===== config.mk =====
export PLATFORM = sky130hd
export DESIGN_NAME = text_tokenizer_stream
export DESIGN_NICKNAME = d
export VERILOG_FILES = /design/src/rtl/core/ttok_pkg.sv /design/src/rtl/core/text_tokenizer_stream.sv /design/src/rtl/core/ttok_classify.sv /design/src/rtl/core/ttok_lexer.sv /design/src/rtl/core/ttok_out.sv
export SDC_FILE = /design/constraint.sdc
export NUM_CORES = 1
export LEC_CHECK = 0
export BUFFER_PORTS_ARGS = -buffer_cell sky130_fd_sc_hd__buf_2
export CAP_MARGIN = 30
export CORE_ASPECT_RATIO = 1.1
export CORE_MARGIN = 2
export CORE_UTILIZATION = 40
export DETAILED_ROUTE_END_ITERATION = 10
export GPL_TIMING_DRIVEN = 1
export SLEW_MARGIN = 30
export SYNTH_ARGS = -nofsm -noshare
export SYNTH_HDL_FRONTEND = slang
export SYNTH_SLANG_ARGS = --single-unit

===== constraint.sdc =====
create_clock -name clock -period 8.3 [get_ports clock]
set_clock_uncertainty 0.05 [all_clocks]
set_input_delay 0 -clock clock [delete_from_list [all_inputs] [get_ports clock]]
set_output_delay 0 -clock clock [all_outputs]
set_load 0.1 [all_outputs]

===== src/rtl/core/ttok_pkg.sv =====
// ttok_pkg: shared types and constants for the text tokenizer.
// No dependencies; imported by every ttok module but ttok_checker.
package ttok_pkg;

   // Character classes of a text byte against the two configured sets
   typedef logic [1:0] ttok_cls_type;
   localparam ttok_cls_type CLS_PLAIN   = 2'd0;
   localparam ttok_cls_type CLS_WS      = 2'd1;
   localparam ttok_cls_type CLS_SPECIAL = 2'd2;

   // Configuration register indexes
   typedef logic [0:0] ttok_csr_idx_type;
   localparam ttok_csr_idx_type CSR_WHITESPACE = 1'd0;
   localparam ttok_csr_idx_type CSR_SPECIAL    = 1'd1;

   localparam int unsigned WS_SLOTS   = 4;
   localparam int unsigned SPEC_SLOTS = 8;

   localparam logic [31:0] WS_RESET   = 32'h0D0A_0920;
   localparam logic [63:0] SPEC_RESET = 64'h0;

   // Result kinds
   localparam logic KIND_CHAR = 1'b0;
   localparam logic KIND_END  = 1'b1;

   // One result word (without the run_last flag, set on drain)
   typedef struct packed {
      logic       kind;
      logic [7:0] ch;
      logic       trunc;
   } ttok_res_type;

   // All results caused by one byte: 1..4 entries
   typedef struct packed {
      logic [2:0]              cnt;
      ttok_res_type [3:0]      res;
   } ttok_bundle_type;

endpackage


===== src/rtl/core/text_tokenizer_stream.sv =====
// text_tokenizer_stream: streaming lexer, one text byte per accepted word.
// Each byte passes the input register, then the result register, to rsp_.
// Throughput: one byte per cycle while each byte yields at most one word and
//   rsp_ready is high; a byte of N words holds the result register till all leave.
// Reset (sync, active high): empties both stages, lexer back to normal
//   scanning, whitespace set = space/tab/LF/CR, special set empty.
module text_tokenizer_stream #(
   parameter int unsigned MAX_TOKEN_CHARS = 128
) (
   input  logic                             clock,
   input  logic                             reset,
   // byte input channel
   input  logic                             req_valid,
   output logic                             req_ready,
   input  logic [7:0]                       req_text_byte,
   input  logic                             req_final_byte,
   // result channel: token chars and end-of-token markers
   output logic                             rsp_valid,
   input  logic                             rsp_ready,
   output logic                             rsp_out_kind,
   output logic [7:0]                       rsp_out_char,
   output logic                             rsp_token_truncated,
   output logic                             rsp_run_last,
   // register write port
   input  logic                             csr_wr_en,
   input  ttok_pkg::ttok_csr_idx_type       csr_index,
   input  logic [63:0]                      csr_wdata
);
   import ttok_pkg::*;

   // Character set registers: write only while the block is idle; the block does not enforce it.
   logic [31:0]     ws_chars_ff;
   logic [63:0]     spec_chars_ff;

   // Lexer -> result register handoff: up to four words per byte
   logic            bnd_valid;
   logic            bnd_ready;
   ttok_bundle_type bnd;

   always_ff @(posedge clock) begin
      if (reset) begin
         ws_chars_ff   <= WS_RESET;
         spec_chars_ff <= SPEC_RESET;
      end else if (csr_wr_en) begin
         unique case (csr_index)
            CSR_WHITESPACE: ws_chars_ff   <= csr_wdata[31:0];
            CSR_SPECIAL:    spec_chars_ff <= csr_wdata;
            default:        ;
         endcase
      end
   end

   // Stage 1: input register + classify + lexer step (state commits when
   // the byte's words are handed to the result register, or at once if the
   // byte yields no words, e.g. inside a comment).
   ttok_lexer #(
      .MAX_TOKEN_CHARS (MAX_TOKEN_CHARS)
   ) u_lexer (
      .clock      (clock),
      .reset      (reset),
      .in_valid   (req_valid),
      .in_ready   (req_ready),
      .in_byte    (req_text_byte),
      .in_final   (req_final_byte),
      .ws_chars   (ws_chars_ff),
      .spec_chars (spec_chars_ff),
      .bnd_valid  (bnd_valid),
      .bnd_ready  (bnd_ready),
      .bnd        (bnd)
   );

   // Stage 2: result register; drains the bundle one word per handshake and
   // flags the byte's last word. Reloads in the cycle its last word leaves.
   ttok_out u_out (
      .clock               (clock),
      .reset               (reset),
      .bnd_valid           (bnd_valid),
      .bnd_ready           (bnd_ready),
      .bnd                 (bnd),
      .rsp_valid           (rsp_valid),
      .rsp_ready           (rsp_ready),
      .rsp_out_kind        (rsp_out_kind),
      .rsp_out_char        (rsp_out_char),
      .rsp_token_truncated (rsp_token_truncated),
      .rsp_run_last        (rsp_run_last)
   );

endmodule


===== src/rtl/core/ttok_classify.sv =====
// ttok_classify: compares one byte against the whitespace and special sets.
// Depends on ttok_pkg.
module ttok_classify (
   input  logic [7:0]             text_byte,
   input  logic [31:0]            ws_chars,
   input  logic [63:0]            spec_chars,
   output ttok_pkg::ttok_cls_type cls
);
   import ttok_pkg::*;

   logic [WS_SLOTS-1:0]   ws_hit;
   logic [SPEC_SLOTS-1:0] spec_hit;

   always_comb begin
      for (int i = 0; i < WS_SLOTS; i++) begin
         ws_hit[i] = (ws_chars[8*i +: 8] == text_byte);
      end
      for (int i = 0; i < SPEC_SLOTS; i++) begin
         spec_hit[i] = (spec_chars[8*i +: 8] == text_byte);
      end
   end

   // byte zero marks an unused slot, so it never matches
   always_comb begin
      priority if (text_byte == 8'd0) begin
         cls = CLS_PLAIN;
      end else if (|ws_hit) begin
         cls = CLS_WS;
      end else if (|spec_hit) begin
         cls = CLS_SPECIAL;
      end else begin
         cls = CLS_PLAIN;
      end
   end

endmodule


===== src/rtl/core/ttok_lexer.sv =====
// ttok_lexer: input register, lexer state and the per-byte result bundle.
// Depends on ttok_pkg and ttok_classify.
module ttok_lexer #(
   parameter int unsigned MAX_TOKEN_CHARS = 128
) (
   input  logic                      clock,
   input  logic                      reset,
   input  logic                      in_valid,
   output logic                      in_ready,
   input  logic [7:0]                in_byte,
   input  logic                      in_final,
   input  logic [31:0]               ws_chars,
   input  logic [63:0]               spec_chars,
   output logic                      bnd_valid,
   input  logic                      bnd_ready,
   output ttok_pkg::ttok_bundle_type bnd
);
   import ttok_pkg::*;

   localparam logic [7:0] MaxLen      = 8'(MAX_TOKEN_CHARS);
   localparam logic [7:0] CHAR_SLASH  = 8'h2F;
   localparam logic [7:0] CHAR_QUOTE  = 8'h22;
   localparam logic [7:0] CHAR_NL     = 8'h0A;

   localparam logic [1:0] MODE_NORMAL  = 2'd0;
   localparam logic [1:0] MODE_QUOTE   = 2'd1;
   localparam logic [1:0] MODE_COMMENT = 2'd2;
   localparam logic [1:0] MODE_SLASH   = 2'd3;

   typedef struct packed {
      logic [1:0]         mode;
      logic [7:0]         tlen;
      logic               ovf;
      ttok_cls_type       scls;
      logic [2:0]         cnt;
      ttok_res_type [3:0] res;
   } work_type;

   logic               in_valid_ff;
   logic [7:0]         byte_ff;
   logic               final_ff;
   logic [1:0]         mode_ff;
   logic [7:0]         tlen_ff;
   logic               ovf_ff;
   ttok_cls_type       scls_ff;
   ttok_cls_type       cls;
   work_type           work;
   logic               advance;

   ttok_classify u_cls (
      .text_byte  (byte_ff),
      .ws_chars   (ws_chars),
      .spec_chars (spec_chars),
      .cls        (cls)
   );

   function automatic work_type emit(work_type w, logic k, logic [7:0] c, logic t);
      work_type r;
      r = w;
      if (r.cnt < 3'd4) begin
         r.res[r.cnt[1:0]] = '{kind: k, ch: c, trunc: t};
         r.cnt = r.cnt + 3'd1;
      end
      return r;
   endfunction

   function automatic work_type end_token(work_type w);
      work_type r;
      r = w;
      if (r.tlen != 8'd0) r = emit(r, KIND_END, 8'd0, r.ovf);
      r.tlen = 8'd0;
      r.ovf  = 1'b0;
      return r;
   endfunction

   function automatic work_type append(work_type w, logic [7:0] b);
      work_type r;
      r = w;
      if (r.tlen < MaxLen) begin
         r = emit(r, KIND_CHAR, b, 1'b0);
         r.tlen = r.tlen + 8'd1;
      end else begin
         r.ovf = 1'b1;
      end
      return r;
   endfunction

   function automatic work_type plain_rules(work_type w, logic [7:0] b, ttok_cls_type c);
      work_type r;
      r = w;
      if (c == CLS_WS) begin
         r = end_token(r);
      end else if (c == CLS_SPECIAL) begin
         r = end_token(r);
         r = emit(r, KIND_CHAR, b, 1'b0);
         r = emit(r, KIND_END, 8'd0, 1'b0);
      end else if (b == CHAR_QUOTE) begin
         r.mode = MODE_QUOTE;
      end else begin
         r = append(r, b);
      end
      return r;
   endfunction

   function automatic work_type normal_byte(work_type w, logic [7:0] b, logic fin,
                                            ttok_cls_type c);
      work_type r;
      r = w;
      if (b == CHAR_SLASH && !fin) begin
         // slash waits one byte for a second slash; its class is latched now
         if (c != CLS_PLAIN) r = end_token(r);
         r.scls = c;
         r.mode = MODE_SLASH;
      end else begin
         r = plain_rules(r, b, c);
      end
      return r;
   endfunction

   always_comb begin
      work      = '0;
      work.mode = mode_ff;
      work.tlen = tlen_ff;
      work.ovf  = ovf_ff;
      work.scls = scls_ff;
      unique case (mode_ff)
         MODE_QUOTE: begin
            if (byte_ff == CHAR_QUOTE) begin
               work      = end_token(work);
               work.mode = MODE_NORMAL;
            end else begin
               work = append(work, byte_ff);
            end
         end
         MODE_COMMENT: begin
            if (byte_ff == CHAR_NL) begin
               work.mode = MODE_NORMAL;
               work      = normal_byte(work, byte_ff, final_ff, cls);
            end
         end
         MODE_SLASH: begin
            if (byte_ff == CHAR_SLASH) begin
               work      = end_token(work);
               work.mode = MODE_COMMENT;
            end else begin
               work.mode = MODE_NORMAL;
               work      = plain_rules(work, CHAR_SLASH, scls_ff);
               work      = normal_byte(work, byte_ff, final_ff, cls);
            end
         end
         default: begin
            work = normal_byte(work, byte_ff, final_ff, cls);
         end
      endcase
      if (final_ff) begin
         work      = end_token(work);
         work.mode = MODE_NORMAL;
         work.scls = CLS_PLAIN;
      end
   end

   assign bnd_valid = in_valid_ff && (work.cnt != 3'd0);
   assign advance   = in_valid_ff && ((work.cnt == 3'd0) || bnd_ready);
   assign in_ready  = !in_valid_ff || advance;
   assign bnd.cnt   = work.cnt;
   assign bnd.res   = work.res;

   always_ff @(posedge clock) begin
      if (reset) begin
         in_valid_ff <= 1'b0;
         mode_ff     <= MODE_NORMAL;
         tlen_ff     <= 8'd0;
         ovf_ff      <= 1'b0;
         scls_ff     <= CLS_PLAIN;
      end else begin
         if (in_ready) in_valid_ff <= in_valid;
         if (advance) begin
            mode_ff <= work.mode;
            tlen_ff <= work.tlen;
            ovf_ff  <= work.ovf;
            scls_ff <= work.scls;
         end
      end
   end

   always_ff @(posedge clock) begin
      if (in_valid && in_ready) begin
         byte_ff  <= in_byte;
         final_ff <= in_final;
      end
   end

endmodule


===== src/rtl/core/ttok_out.sv =====
// ttok_out: result register holding one bundle, drained a word a cycle while rsp_ready is high.
// Depends on ttok_pkg.
module ttok_out (
   input  logic                      clock,
   input  logic                      reset,
   input  logic                      bnd_valid,
   output logic                      bnd_ready,
   input  ttok_pkg::ttok_bundle_type bnd,
   output logic                      rsp_valid,
   input  logic                      rsp_ready,
   output logic                      rsp_out_kind,
   output logic [7:0]                rsp_out_char,
   output logic                      rsp_token_truncated,
   output logic                      rsp_run_last
);
   import ttok_pkg::*;

   logic            valid_ff;
   logic            valid_in;
   logic [1:0]      idx_ff;
   logic [1:0]      idx_in;
   ttok_bundle_type bnd_ff;
   logic            pop;
   logic            last;

   assign last      = ({1'b0, idx_ff} == (bnd_ff.cnt - 3'd1));
   assign pop       = valid_ff && rsp_ready;
   assign bnd_ready = !valid_ff || (pop && last);

   always_comb begin
      valid_in = valid_ff;
      idx_in   = idx_ff;
      if (bnd_ready) begin
         valid_in = bnd_valid;
         idx_in   = 2'd0;
      end else if (pop) begin
         idx_in = idx_ff + 2'd1;
      end
   end

   always_ff @(posedge clock) begin
      if (reset) begin
         valid_ff <= 1'b0;
         idx_ff   <= 2'd0;
      end else begin
         valid_ff <= valid_in;
         idx_ff   <= idx_in;
      end
   end

   always_ff @(posedge clock) begin
      if (bnd_ready && bnd_valid) bnd_ff <= bnd;
   end

   assign rsp_valid           = valid_ff;
   assign rsp_out_kind        = bnd_ff.res[idx_ff].kind;
   assign rsp_out_char        = bnd_ff.res[idx_ff].ch;
   assign rsp_token_truncated = bnd_ff.res[idx_ff].trunc;
   assign rsp_run_last        = last;

endmodule


Word-level counts from Yosys, hierarchy flattened
Index checks and enable logic that the tools add are counted.

Mux-type cells: 117. Reductions and logical operators: 36. $lt $le $gt $ge: 33. Eq/ne operators: 23. Add/sub/neg operators: 14. Bitwise logic cells: 16.

Operator list (number): $mux W56 (35); $mux W43 (32); $mux W54 (6); $bwmux W40 (6); $demux W10 S2 (10); $pmux W56 S3 (1); $mux W41 (4); $and A36 B36 Y36 (4); $not A36 Y36 (4); $mux W10 (11); $eq A8 B8 Y1 (12); $lt A2 B3 Y1 const B (11); $add A3 B1 Y3 const B (10); $lt A3 B3 Y1 const B (10); $mux W8 (3); $reduce_bool A8 Y1 (3); $and A20 B20 Y20 (1); $bmux W10 S2 (1); $ge A2 B1 Y1 const B (10); $not A20 Y20 (1); $or A20 B20 Y20 (1); $logic_and A1 B1 Y1 (17); $add A8 B1 Y8 const B (2); $eq A8 B6 Y1 const B (2); other kinds (22) (42).

Logic and storage cells: 263. Bits of input ports: 79. Bits in registers: 165.

Logic depth before layout (Yosys ltp)
Depth after elaboration: 76. Depth in mapped cells: 27. Mapped depth without buffers: 25.

Hierarchy
Synthesis repeated with hierarchy kept, for this count alone.

Cells, all modules: 1325. Area total of the unflattened synthesis: 11863.9 sq um.

Modules (own cells, without submodules): ttok_lexer (cells each 685, times used 1, seq. area each 550.5 sq um, area each 4747.1 sq um); text_tokenizer_stream (cells each 403, times used 1, seq. area each 1921.8 sq um, area each 4037.6 sq um); ttok_out (cells each 83, times used 1, seq. area each 1351.3 sq um, area each 1778.0 sq um); ttok_classify (cells each 154, times used 1, seq. area each 0.0 sq um, area each 1301.2 sq um).

Least setup slack after synthesis
Ideal clock, no wire load.

Kind: register to register. Start point: reg u_lexer.scls_ff[1]. End point: reg u_out.bnd_ff[0] (netlist name) (enable). Required time: 7.807 ns. Cell stages (with the launch flop): 24. Library setup time: 0.443 ns. Path slack: 1.358 ns. Arrival time: 6.449 ns. Period minus slack after synthesis: 6.942 ns. Path through: dfxtp_1 -> xor2_1 -> clkbuf_1 -> nor2_1 -> inv_1 -> ha_1 -> nor2b_1 -> o21ai_0 -> a221oi_2 -> a21boi_2 -> xnor2_1 -> inv_1 -> ha_1 -> inv_1 -> nor2_1 -> mux2_1 -> a211o_1 -> a221oi_4 -> inv_1 -> ha_1 -> nor3b_1 -> nand2_1 -> a21boi_0 -> nor2_1.

Word-level cells in the longest chain between the ends: 34. Elaborated cells on any way between the ends: 48. Classes of those cells: 5 x add/sub; 5 x order compare; 2 x eq/ne; 31 x mux; 5 x reduce/logical.

RTL lines: start, declared (RTL line ttok_lexer.sv:45) `ttok_cls_type scls_ff;`; start signal, assigned (RTL line ttok_lexer.sv:181) `scls_ff <= work.scls;`; $eq A2 B2 Y1 (RTL line ttok_lexer.sv:93) `end else if (c == CLS_SPECIAL) begin`; $mux W56 (RTL line ttok_lexer.sv:93); $mux W56 (*) (RTL line ttok_lexer.sv:91) `if (c == CLS_WS) begin`; $mux W56 (*) (RTL line ttok_lexer.sv:142) `if (byte_ff == CHAR_SLASH) begin`; $mux W56 (*) (RTL line ttok_lexer.sv:126) `unique case (mode_ff)`; $add A3 B1 Y3 / $lt A3 B3 Y1 (equally long branches) (RTL line ttok_lexer.sv:62, ttok_lexer.sv:60); $mux W43 (RTL line ttok_lexer.sv:60) `if (r.cnt < 3'd4) begin`; $mux W43 (RTL line ttok_lexer.sv:70) `if (r.tlen != 8'd0) r = emit(r, KIND_END, 8'd0, r.ovf);`; [18 not listed]; $pmux W56 S3 (*) (RTL line ttok_lexer.sv:126); $add A3 B1 Y3 / $lt A3 B3 Y1 (equally long branches) (RTL line ttok_lexer.sv:62, ttok_lexer.sv:60); $mux W43 (RTL line ttok_lexer.sv:60); $mux W43 (RTL line ttok_lexer.sv:70); $mux W56 (*) (RTL line ttok_lexer.sv:155) `if (final_ff) begin`; $reduce_bool A3 Y1 (*) (RTL line ttok_lexer.sv:162) `assign bnd_valid = in_valid_ff && (work.cnt != 3'd0);`; $logic_and A1 B1 Y1 (*) (RTL line ttok_lexer.sv:162); $logic_and A1 B1 Y1 (*) (RTL line ttok_out.sv:52) `if (bnd_ready && bnd_valid) bnd_ff <= bnd;`; end signal, assigned (RTL line ttok_out.sv:52); end, declared (RTL line ttok_out.sv:22) `ttok_bundle_type bnd_ff;`.

Mark *: on every way between the ends. The rest lies on a longest branch, timed or not. The select of a mux whose other input is x is not followed. A chain may end at the register's enable or synchronous reset.

Final worst setup path
Start point: reg u_lexer.tlen_ff[0]. End point: out req_ready.

Word-level cells in the longest chain between the ends: 48. Elaborated cells on any way between the ends: 112. Classes of those cells: 12 x add/sub; 12 x order compare; 81 x mux; 7 x reduce/logical.

RTL lines: start, declared (RTL line ttok_lexer.sv:43) `logic [7:0] tlen_ff;`; start signal, assigned (RTL line ttok_lexer.sv:179) `tlen_ff <= work.tlen;`; $reduce_bool A8 Y1 (RTL line ttok_lexer.sv:70); $mux W41 (RTL line ttok_lexer.sv:70); $mux W56 (RTL line ttok_lexer.sv:93); $mux W56 (RTL line ttok_lexer.sv:91); $mux W56 (RTL line ttok_lexer.sv:142); $mux W56 (RTL line ttok_lexer.sv:126); $add A3 B1 Y3 / $lt A3 B3 Y1 (equally long branches) (RTL line ttok_lexer.sv:62, ttok_lexer.sv:60); $mux W43 (RTL line ttok_lexer.sv:60); [32 not listed]; $add A3 B1 Y3 / $lt A3 B3 Y1 (equally long branches) (RTL line ttok_lexer.sv:62, ttok_lexer.sv:60); $mux W43 (RTL line ttok_lexer.sv:60); $mux W43 (RTL line ttok_lexer.sv:70); $mux W56 (*) (RTL line ttok_lexer.sv:155); $logic_not A3 Y1 (*) (RTL line ttok_lexer.sv:163) `assign advance = in_valid_ff && ((work.cnt == 3'd0) || bnd_ready);`; $logic_or A1 B1 Y1 (*) (RTL line ttok_lexer.sv:163); $logic_and A1 B1 Y1 (*) (RTL line ttok_lexer.sv:163); $logic_or A1 B1 Y1 (*) (RTL line ttok_lexer.sv:164) `assign in_ready = !in_valid_ff || advance;`; end, declared (RTL line text_tokenizer_stream.sv:14) `output logic req_ready,`.

Marks and branches as above.

==> reports/qor.yml <==
setup_path:
  criticalPathCategory: "reg -> out"
  timing.rr.start: "u_lexer.tlen_ff[0]"
  arrival_ns: 7.37
  regToRegSetupSlack_ns: 1.06
  startpoint: "u_lexer.tlen_ff[0]"
  reg2regPathDepth: 25
  crit_required_ns: 8.25
  cp-start-kind: "register"
  crit_end: "req_ready"
  crit_fanout: 17
  reg2reg_to: "u_lexer.byte_ff[0]"
  endpoint_kind: "primary output"
floorplan:
  core_mm2: 0.0259
  pin_count: 92
  die_w_um: 158
  start_util: 0.405
  chipHeight_um: 174
  die_area_mm2: 0.0275
  rows: 62
clocking:
  htree_levels: 4
  cts_tree: "built"
  root_buffer: "clkbuf_16"
  cts.sinks: 165
  cts.clk_slew.worst_paths_ns: 0.07
  cts_buffers: 17
  postCtsResizedCells: 0
  clk_latency_ns: 0.44
  cts_buffer_depth: 2
sta:
  period_minus_slack_ns: 7.42
  final_hold_viol_count: 0
  fin_crit_sh: 0.894
  setup_viol: 0
  slew_headroom: 0.427
  hold_slack_ns: 0.124
  slew_violations: 0
  tns_ns: 0
  fmax_mhz: 135
  setup_slack_ns: 0.882
  tightestPinTransition_ns: 0.859
  rsz0062_at_grt: "false"
final_layout:
  layout_common_cells: "nand2_1, a21oi_1, dfxtp_1, buf_2, dlygate4sd3_1"
  final_area_mm2: 0.0125
  area_growth_pct: 19.5
  fin_nets: 1494
  final_util: 0.484
  layout_commonest_cell: "nand2_1"
  diodes: 0
  drive_gt1_frac: 0.132
global_routing:
  grt_antenna_before_repair: 0
  grt_max_degree: 97
  grt_first_pass_wirelength_um: 50200
  globalRoute.totalOverflow: 0
  grt_use_total: 0.231
  grt_pass1_vias: 9397
status:
  outcome: "finished, final reports clean"
pwr:
  power_density_mw_per_mm2: 172
  power_frac_comb: 0.187
  internal_power_mw: 1.51
  clkPwrFrac: 0.391
  vdd_drop_max_mv: 0.123
  swShare: 0.300
  pwr-share-seq: 0.422
  p_switching_uw: 647
  leakage_nw: 4.90
synth:
  ys_async_sr_fraction: 0
  syn_nets: 1372
  synth-edff-count: 52
  ys_seq_area_frac: 0.365
  synth-seq-cells: 165
  synth_area_per_cell_um2: 8.28
  synth.cell_area_mm2: 0.0105
  syn_inst: 1267
  synth_ff_type: "dfxtp_1"
  yosysWarnings: 0
  synth_cell_types: 85
job:
  max_cap_violations: 0
placement:
  dpl_cell_area_mm2: 0.0112
  routabilityCongestion: 0.940
  portBuffers: 91
  dpl.hpwl_um: 21400
  pre_cts_ws_ns: 1.09
routing:
  viasPerCell: 5.55
  drt_iter0_drc: 805
  first_pass_iters: 6
  drc: 0
  wirelength_um: 31500
  wl_per_cell_um: 18.0
  postRouteAntennaNets: 0
  via_count: 9735
min_path:
  hold_class: "in -> reg"
  hold_depth: 5
## power by group through the flow
stage / sequential [mW] / clock (mW) / combinational, mW
finish: 0.911 / 0.843 / 0.403
global route: 0.916 / 0.887 / 0.437
CTS: 0.911 / 0.857 / 0.400
detailed placement: 0.929 / 0 / 0.372
global placement: 0.929 / 0 / 0.366
floorplan: 0.924 / 0 / 0.275
## cell families (layout without fill, tap and decap cells)
logic type / Yosys count / after routing / synth area share
AND/OR/NAND/NOR: 513 / 513 / 0.228
AO/OA/AOI/OAI: 291 / 291 / 0.178
flip-flops: 165 / 165 / 0.365
XOR/XNOR: 121 / 121 / 0.101
buffers and inverters: 119 / 254 / 0.0542
multiplexers: 32 / 32 / 0.0434
adder cells (fa/ha/maj): 26 / 26 / 0.0310
## stage by stage
step / power [mW] / cells
6_report: 2.16 / 1754
2_1_floorplan: 1.20 / 1267
3_3_place_gp: 1.29 / 1646
5_1_grt: 2.24 / 1754
4_1_cts: 2.17 / 1754
3_5_place_dp: 1.30 / 1647
## what timing repair did
item                      4_1_cts  5_1_grt
hold buffers                   75        0
hold endpoints to repair      108        0
buffers inserted                0        0
## per-layer routing
layer	wire (um)	share of wire	up-vias	global-route usage
met2	15100	0.48	401	0.386
met1	13500	0.43	4591	0.299
met5	0	0	-	0
met3	1990	0.063	74	0.0408
met4	978	0.031	0	0.0822
li1	-	-	4669	-
## registers in the layout, summed over array words and instances, names as in the netlist, 2 cells and up
name and cells:
spec_chars_ff 64, u_out.bnd_ff 43, ws_chars_ff 32, u_lexer.byte_ff 8, u_lexer.tlen_ff 8, u_lexer.mode_ff 2, u_lexer.scls_ff 2, u_out.idx_ff 2
## worst min path at each step
stage	end	startpoint	slack (ns)
2_1_floorplan	u_lexer.byte_ff[0]	req_text_byte[0]	0.05
5_1_grt	ws_chars_ff[28]	csr_index	0.15
3_5_place_dp	u_lexer.byte_ff[7]	req_text_byte[7]	0.13
6_report	ws_chars_ff[23]	csr_index	0.12
4_1_cts	ws_chars_ff[0]	csr_index	0.11
3_3_place_gp	u_lexer.byte_ff[1]	req_text_byte[1]	0.13
## final cells by class
cell class	instances	area (um2)
Tap cell	352	440
Fill cell	2564	13400
Sequential cell	165	3820
Multi-Input combinational cell	983	6120
Timing Repair Buffer	190	1410
Inverter	32	120
Clock buffer	17	425
Clock inverter	15	194
## cells in the mapped netlist, types with 17 or more instances
library cell / count / area [um2]
o21ai_0: 39 / 195
ha_1: 26 / 325
inv_1: 32 / 120
mux2i_1: 17 / 170
and2_1: 25 / 156
a21oi_1: 134 / 671
xnor2_1: 48 / 420
clkbuf_1: 49 / 184
edfxtp_1: 52 / 1560
dfxtp_1: 113 / 2260
nor2_1: 58 / 218
xor2_1: 73 / 639
nor4_1: 22 / 138
nand3_1: 27 / 135
nand2_1: 280 / 1050
## critical path, stage by stage (launching register included)
cell and delay [ns]:
dfxtp_1 0.62, inv_1 0.09, ha_1 0.36, mux2i_1 0.12, nor2_1 0.19, inv_1 0.07, ha_1 0.23, nor2b_1 0.13
o21ai_0 0.09, a221oi_2 0.09, a21boi_2 0.60, xnor2_1 0.27, inv_1 0.12, ha_1 0.33, mux2i_1 0.26, ha_1 0.18
o21ai_0 0.06, mux2i_1 0.15, a221oi_1 0.10, a311oi_1 0.58, inv_1 0.18, ha_1 0.27, nor3b_1 0.44, nand2_1 0.13
a21boi_0 0.63, or3_1 0.20, buf_2 0.43
Power figures use the tool's default switching activity.
